**src/sv/mkpq_pkg.sv**
```systemverilog
// Package for the multi-key priority queue: field widths, command and status
// codes, the entry and result types and the ordering function.
// No dependencies; every other file of the block imports it.
package mkpq_pkg;

  localparam int ID_W      = 31;
  localparam int CLS_W     = 2;
  localparam int DUE_W     = 44;
  localparam int CMD_W     = 2;
  localparam int ST_W      = 2;
  localparam int CNT_OUT_W = 5;

  localparam logic [CMD_W-1:0] CMD_PUSH = 2'd0;
  localparam logic [CMD_W-1:0] CMD_PEEK = 2'd1;
  localparam logic [CMD_W-1:0] CMD_POP  = 2'd2;
  localparam logic [CMD_W-1:0] CMD_LIST = 2'd3;

  localparam logic [ST_W-1:0] ST_OK    = 2'd0;
  localparam logic [ST_W-1:0] ST_EMPTY = 2'd1;
  localparam logic [ST_W-1:0] ST_FULL  = 2'd2;

  // Class "high", class "medium" and the class that collects all others.
  localparam logic [CLS_W-1:0] CLS_HIGH   = 2'd0;
  localparam logic [CLS_W-1:0] CLS_MEDIUM = 2'd1;
  localparam logic [CLS_W-1:0] CLS_OTHER  = 2'd2;

  typedef struct packed {
    logic [ID_W-1:0]  id;
    logic [CLS_W-1:0] cls;
    logic [DUE_W-1:0] due;
    logic             done;
  } entry_t;

  typedef enum logic [1:0] {
    OP_HOLD,
    OP_PUSH,
    OP_POP,
    OP_ROT
  } cell_op_t;

  // Broadcast to every cell of the chain.
  typedef struct packed {
    cell_op_t op;
    entry_t   new_e;
    entry_t   head_e;
  } cell_ctl_t;

  typedef struct packed {
    logic                 has_entry;
    entry_t               e;
    logic [ST_W-1:0]      status;
    logic                 is_empty;
    logic [CNT_OUT_W-1:0] count;
    logic                 last;
  } res_t;

  // True when a is strictly ordered before b: class, then due time (a due
  // time beats none, earlier beats later), then the smaller id.
  function automatic logic goes_before(entry_t a, entry_t b);
    logic r;
    if (a.cls != b.cls) begin
      r = (a.cls < b.cls);
    end else if ((a.due != '0) && (b.due != '0) && (a.due != b.due)) begin
      r = (a.due < b.due);
    end else if ((a.due != '0) && (b.due == '0)) begin
      r = 1'b1;
    end else if ((a.due == '0) && (b.due != '0)) begin
      r = 1'b0;
    end else begin
      r = (a.id < b.id);
    end
    return r;
  endfunction

endpackage

```
**src/sv/mkpq_cell.sv**
```systemverilog
// One cell of the sorted chain: holds one entry and its valid bit, compares a
// pushed entry against its own and shifts with its neighbors. Uses mkpq_pkg.
module mkpq_cell import mkpq_pkg::*; (
  input  logic      clk,
  input  logic      rst_n,
  input  cell_ctl_t ctl,
  input  entry_t    left_e,
  input  logic      left_valid,
  input  logic      left_ins,
  input  entry_t    right_e,
  input  logic      right_valid,
  output entry_t    entry_q,
  output logic      valid_q,
  output logic      ins
);

  entry_t entry_r, entry_nxt;
  logic   valid_r, valid_nxt;
  logic   take_new, take_left;

  // The pushed entry belongs here or further toward the head.
  assign ins       = !valid_r || goes_before(ctl.new_e, entry_r);
  assign take_left = left_ins && left_valid;
  assign take_new  = ins && !left_ins;

  always_comb begin
    entry_nxt = entry_r;
    valid_nxt = valid_r;
    case (ctl.op)
      OP_PUSH: begin
        if (take_left) begin
          entry_nxt = left_e;
        end else if (take_new) begin
          entry_nxt = ctl.new_e;
        end
        valid_nxt = valid_r || take_left || take_new;
      end
      OP_POP: begin
        entry_nxt = right_e;
        valid_nxt = right_valid;
      end
      OP_ROT: begin
        // The tail of the occupied run takes the head, closing the ring.
        entry_nxt = right_valid ? right_e : ctl.head_e;
      end
      default: ;
    endcase
  end

  always_ff @(posedge clk) begin
    if (!rst_n) begin
      valid_r <= 1'b0;
    end else begin
      valid_r <= valid_nxt;
    end
    entry_r <= entry_nxt;
  end

  assign entry_q = entry_r;
  assign valid_q = valid_r;

endmodule
```
**config.mk**
```make
export PLATFORM = sky130hd
export DESIGN_NAME = mkpq_cell
export DESIGN_NICKNAME = d
export VERILOG_FILES = /design/src/sv/mkpq_pkg.sv /design/src/sv/mkpq_cell.sv
export SDC_FILE = /design/constraint.sdc
export NUM_CORES = 1
export LEC_CHECK = 0
export BUFFER_PORTS_ARGS = -buffer_cell sky130_fd_sc_hd__buf_4
export CAP_MARGIN = 25
export CORE_AREA = 4 4 152 154
export CTS_BUF_LIST = sky130_fd_sc_hd__clkbuf_4 sky130_fd_sc_hd__clkbuf_8
export DETAILED_ROUTE_END_ITERATION = 12
export DIE_AREA = 0 0 156 158
export GPL_TIMING_DRIVEN = 1
export PLACE_DENSITY = 0.66
export SLEW_MARGIN = 0
export SYNTH_ARGS = -nofsm -noshare
export SYNTH_HDL_FRONTEND = slang
export SYNTH_SLANG_ARGS = --single-unit
```
**constraint.sdc**
```tcl
create_clock -name clk -period 7.1 [get_ports clk]
set_input_delay 1.065 -clock clk [delete_from_list [all_inputs] [get_ports clk]]
set_output_delay 1.065 -clock clk [all_outputs]
set_load 0.01 [all_outputs]
```
* Word-level counts from Yosys, hierarchy flattened
Index checks and enable logic that the tools add are counted.
** Storage, ports and cells
- Bits in read-only memories :: 0
- Flip-flop bits (word level) :: 79
- Memory bits (writable) :: 0
- Memories :: 0
- Output and inout port bits :: 80
- Input bits :: 319
- Bits in latches :: 0
- Word-level logic and storage cells :: 41
** Operators by class
- Divide/modulo/power cells :: 0
- Multipliers :: 0
- Shift operators :: 0
- Equality and inequality tests :: 6
- Muxes and demuxes :: 9
- Reductions and logical operators :: 18
- Order comparisons :: 3
- Bitwise logic cells :: 0
- Add/sub/neg operators :: 0
** Operators with widths (number)
- $mux W78 :: 3
- $pmux W78 S3 :: 1
- $logic_not A44 Y1 :: 2
- $reduce_bool A44 Y1 :: 2
- $lt A44 B44 Y1 :: 1
- $ne A44 B44 Y1 :: 1
- $lt A31 B31 Y1 :: 1
- $logic_and A1 B1 Y1 :: 6
- $eq A2 B2 Y1 const B :: 2
- $mux W1 :: 4
- $logic_or A1 B1 Y1 :: 3
- $ne A3 B3 Y1 const B :: 1
- $reduce_bool A3 Y1 :: 1
- $eq A2 B1 Y1 const B :: 1
- $logic_not A1 Y1 :: 2
- $lt A2 B2 Y1 :: 1
- $ne A2 B2 Y1 :: 1
- $pmux W1 S2 :: 1
- $reduce_and A2 Y1 :: 1
- $reduce_bool A2 Y1 :: 1

* Longest topological paths before layout
- Word-level depth :: 11
- Mapped depth :: 10
- Gate-level depth less buffers :: 10

* Worst setup path before layout
OpenSTA, ideal clock, no wires.
- Kind :: input port to flip-flop
- From :: input ctl[114] (netlist name)
- To :: register entry_r, in the netlist entry_q[0], enable pin
- Data required time :: 6.560 ns
- Path buffers :: 0
- Arrival time :: 6.774 ns
- Stages :: 9
- Slack :: -0.214 ns
- Setup time :: 0.540 ns
- Path through :: ha_1 nand4_1 nor4_2 nand3_1 or4_1 a2111oi_2 a2bb2oi_2 o31ai_1 a21oi_1
** Between the ends
- Cells in the longest elaborated chain, start to end :: 10
- Elaborated cells between the ends (all ways) :: 16
- Those cells by class :: order compare: 1; eq/ne: 2; mux: 4; reduce/logical: 9
** RTL lines
- start, declared :: RTL line mkpq_cell.sv:6 : input cell_ctl_t ctl,
- branches (longest 4 deep; another with $lt A44 B44 Y1)
- $mux W1 * :: RTL line mkpq_pkg.sv:63 : end else if ((a.due != '0) && (b.due != '0) && (a.due != b.due)) begin
- $mux W1 * :: RTL line mkpq_pkg.sv:61 : if (a.cls != b.cls) begin
- $logic_or A1 B1 Y1 * :: RTL line mkpq_cell.sv:22 : assign ins = !valid_r || goes_before(ctl.new_e, entry_r);
- $logic_and A1 B1 Y1 * :: RTL line mkpq_cell.sv:24 : assign take_new = ins && !left_ins;
- $ne A3 B3 Y1 (no source line) *
- $reduce_and A2 Y1 (no source line) *
- end signal, assigned :: RTL line mkpq_cell.sv:56 : entry_r <= entry_nxt;
- end, declared :: RTL line mkpq_cell.sv:17 : entry_t entry_r, entry_nxt;
Every way passes the cells marked *.
A chain may end at the register's enable or synchronous reset.

* Final worst setup path
- From :: input ctl[120] (netlist name)
- To :: output ins
** Between the ends
- Cells in the longest elaborated chain, start to end :: 7
- Elaborated cells between the ends (all ways) :: 13
- Those cells by class :: order compare: 1; eq/ne: 1; mux: 4; reduce/logical: 7
** RTL lines
- branches (longest 4 deep; another with $lt A44 B44 Y1)
- $mux W1 * :: RTL line mkpq_pkg.sv:63
- $mux W1 * :: RTL line mkpq_pkg.sv:61
- $logic_or A1 B1 Y1 * :: RTL line mkpq_cell.sv:22
- end, declared :: RTL line mkpq_cell.sv:14 : output logic ins
Marks and branches as above.

==> results.md <==
Global routing:
- The global-route wire length before repair is 43.8 mm.
- The initial antenna violation count is 0.
- The global routing usage summed across all routing layers is 23.2%.
- The via count of the first global-routing pass is 7839.
- For this run the aggregate overflow at the end of global routing stands at 0.
- The pin count of the biggest net entering global routing is 81.

Synth:
- The area share of the largest cell type after synthesis is 31.5%.
- The synthesized cell area is 7440 sq um.
- The count of different cell masters after synthesis is 41.
- After synthesis the netlist holds a flip-flop and latch count of 79.
- In the synthesized netlist the dominant register cell turns out to be edfxtp_1.
- After technology mapping, the gate count stands at 760.
- The average cell area after synthesis is 9.79 sq um.
- Yosys printed 0 warnings.
- Ranked by total cell area, the synthesized netlist is headed by edfxtp_1 (31%), ha_1 (13%), mux2_1 (12%).
- After synthesis, flip-flops and latches occupy 31.8% of the total area.
- Counting flops with an async set or reset pin after synthesis yields a share of 0%.
- Counting flops with a built-in enable in the synthesized netlist gives 78.
- Counting every net in the synthesized netlist gives 1159.
- The biggest area contributor in the post-synthesis netlist is edfxtp_1.

Worst setup path:
- The worst setup path is captured at an output pin.
- Measured in cells, the most critical reg-to-reg path has a length of 11.
- At the worst endpoint, the required time is 6.03 ns.
- In this run the worst path has a maximum fanout of 3.
- The endpoint identified for the worst register-to-register timing path is entry_q[44].
- The endpoint arrival time on the critical path is 3.68 ns.
- The worst register-to-register path has a setup slack of 3.28 ns.
- The critical path buffer and inverter count is 2.
- The critical path is of the input pin to output pin type.
- STA classifies the critical path startpoint as an input pin.
- The worst reg2reg path startpoint is entry_q[43].
- Traced cell by cell, the critical path runs through buf_4, ha_1, nand4_1, nor4_2, nand3_1, or4_1, a2111oi_2, a2bb2oi_2, o211ai_1, nand2_1, buf_4.
- The slowest library cell on the worst path is or4_1.
- The cell with the most instances on the worst path is buf_4.
- The largest incremental delay on the critical path is 0.55 ns.
- Grouping stages by cell kind, the critical path spends the most delay in simple AND/OR/NAND/NOR gates.

CTS:
- The number of buffers added by the clock tree synthesis step is 9.
- Clock-pin slew was measured on the worst setup and hold paths at 0.08 ns.
- The count of hold-fix buffers inserted at cts is 0.
- TritonCTS built the clock tree.
- The clock tree synthesis step divided the H-tree into 3 levels.
- The post-cts repair resize count is 0.
- The cell at the root of the clock tree is clkbuf_8.
- The deepest clock path buffer count is 2.
- The number of buffers inserted to repair setup after CTS is 0.
- Clock tree synthesis found a total of 79 sinks.
- The later pin in the worst-skew pair is clocked with a latency of 0.38 ns.

Hold path:
- The end point of the most critical hold path is valid_q.
- The hold path startpoint is valid_q.
- The tightest min-delay check is of the flop to flop type.
- The worst hold path passes through 2 cells.

Floorplanning:
- The die is 158 um tall.
- The initialized floorplan defines 54 standard-cell rows.
- Measured along the x axis, the die boundary spans 156 um.
- The I/O pin count is 399.
- Once the floorplan was initialized, standard cells occupied 34.3% of the core.
- The die covers 24600 sq um.
- After floorplanning, the core was sized to cover 21700 sq um.

Routing:
- In the routed layout, each cell is associated on average with a via count of 5.39.
- The final antenna-violating net count is 0.
- After detailed routing, the number of remaining DRC violations is 0.
- The first detailed-routing pass took 4 iterations.
- Wires add up to 30.1 mm.
- The number of vias in the routed layout is 7628.
- In the final routed layout, each cell accounts on average for 21.2 um.
- The detailed router finished its first iteration with 398 violations.

Layout:
- The area added between synthesis and finish is 47.0%.
- The final instance count without filler cells is 1415.
- The number of inserted filler cells in the final layout is 2067.
- The area of the multi-input gates is 4650 sq um.
- The number of diodes added for antenna fixing is 0.
- After the last flow step, the layout net total stands at 1529.
- Of the cells placed in the final design, the portion with a size suffix greater than 1 is 37.6%.
- Across the whole layout, storage elements account for 2360 sq um.

Timing:
- The count of pins over their slew limit is 0.
- Setup repair after global routing left no endpoint under its margin.
- The number of failing hold endpoints at the final stage is 0.
- Setup violations remaining at the end of the flow were counted as 0.
- The post-layout minimum cycle time is 4.74 ns.
- The highest achievable clock rate is 211 MHz.
- Of the available clock period, the critical path in the final layout requires 66.8%.
- Measured against its own limit, the worst slew margin works out to 31.9%.
- The actual slew at the worst max-slew pin is 1.02 ns.
- Clock skew on the completed layout was measured at 0.0157 ns.
- The total negative slack is 0 ns.

Power:
- The analysis attributes to cell leakage a power of 5.32 nW.
- The worst supply voltage drop on vdd is 0.0962 mV.
- The overall power after layout is 1.69 mW.
- The power density over the cells is 154 nW/um^2.

Place:
- Detailed placement finished with a half-perimeter wire length of 24.3 mm.
- Buffers placed on the I/O ports in this run total 398.
- The placed instance count is 1398.
- The placer's final routability congestion estimate is 0.861.

Outcome:
- The run finished with clean final reports.

Run:
- Across the run, the number of max-cap violations was 0.
## worst max-delay path by stage
stage | slack, ns | cells past startpoint | from | to
after global routing | 2.20 | 11 | ctl[120] | ins
after global placement | 2.10 | 11 | ctl[114] | entry_q[38]
after CTS | 2.31 | 11 | ctl[120] | entry_q[32]
final | 2.36 | 11 | ctl[120] | ins
after detailed placement | 1.93 | 11 | ctl[120] | entry_q[38]
after floorplan | 1.53 | 9 | ctl[114] | entry_q[0]
## area by class of cell
class	count	share of cell area [%]
multi-input cells	555	42.5
repair buffers	403	27.9
flip-flops and latches	79	21.6
well taps	280	3.20
inverters	82	2.81
clock buffers	10	1.20
clock inverters	6	0.767
## cell usage in the layout, fill, tap and decap left out, types with 9 or more instances in the layout
master    count
a21oi_1      32
a22oi_1      78
buf_4       401
clkbuf_8      9
edfxtp_1     78
ha_1         78
inv_1        81
mux2_1       78
mux2i_1      78
nand2_1      16
nand4_1      17
nor4_1       23
o21ai_1      83
## tightest hold or removal path: cells and delay by family (launching register included)
family,cells,cell delay [ns]
AOI/OAI and AO/OA,1,0.07
DFF,1,0.34
and+or+nand+nor,1,0.11
## through the flow
step	area [sq um]	setup slack (ns)	utilization, %	hold slack [ns]
global route	10900	2.20	50.4	0.586
floorplan	7440	1.53	-	0.547
CTS	10900	2.31	50.3	0.562
detailed placement	10700	1.93	49.3	0.549
global placement	10700	2.10	49.3	0.546
finish	10900	2.36	50.4	0.558
## report_power, final
| part | switching (mW) | internal, mW |
|---|---|---|
| clock | 0.180 | 0.201 |
| sequential | 0.0499 | 0.590 |
| combinational | 0.326 | 0.338 |
## metal layers
layer	up-vias	wire, um	GRT usage, %
li1	3664	-	-
met1	3569	11900	28.1
met2	359	14300	39.1
met3	36	3130	7.90
met4	0	701	6.92
met5	-	0	0
## synth_stat cells (all sizes together) (2+ instances only)
cell      n
nor3      4
o21ai    90
nand4    17
and3      2
mux2     78
nor2b     4
inv      81
nand3     8
buf      22
mux2i    78
a22oi    78
a21oi    33
or4       4
a211oi    5
nand2b    4
a21o      6
edfxtp   78
nor2      7
clkbuf   22
ha       80
a2111oi   4
nor4     24
nand2    17
## registers in the layout (all words and copies together) (netlist names)
signal	flops
entry_q	78
valid_q	1
## cells by family after synthesis
family	Yosys count	synth area share, %
and+or+nand+nor	94	7.13
adders and majority gates	80	13.5
muxes	156	22.3
DFF	79	31.8
buffers and inverters	126	6.36
AOI/OAI and AO/OA	225	19.0
Power figures use the tool's default switching activity.
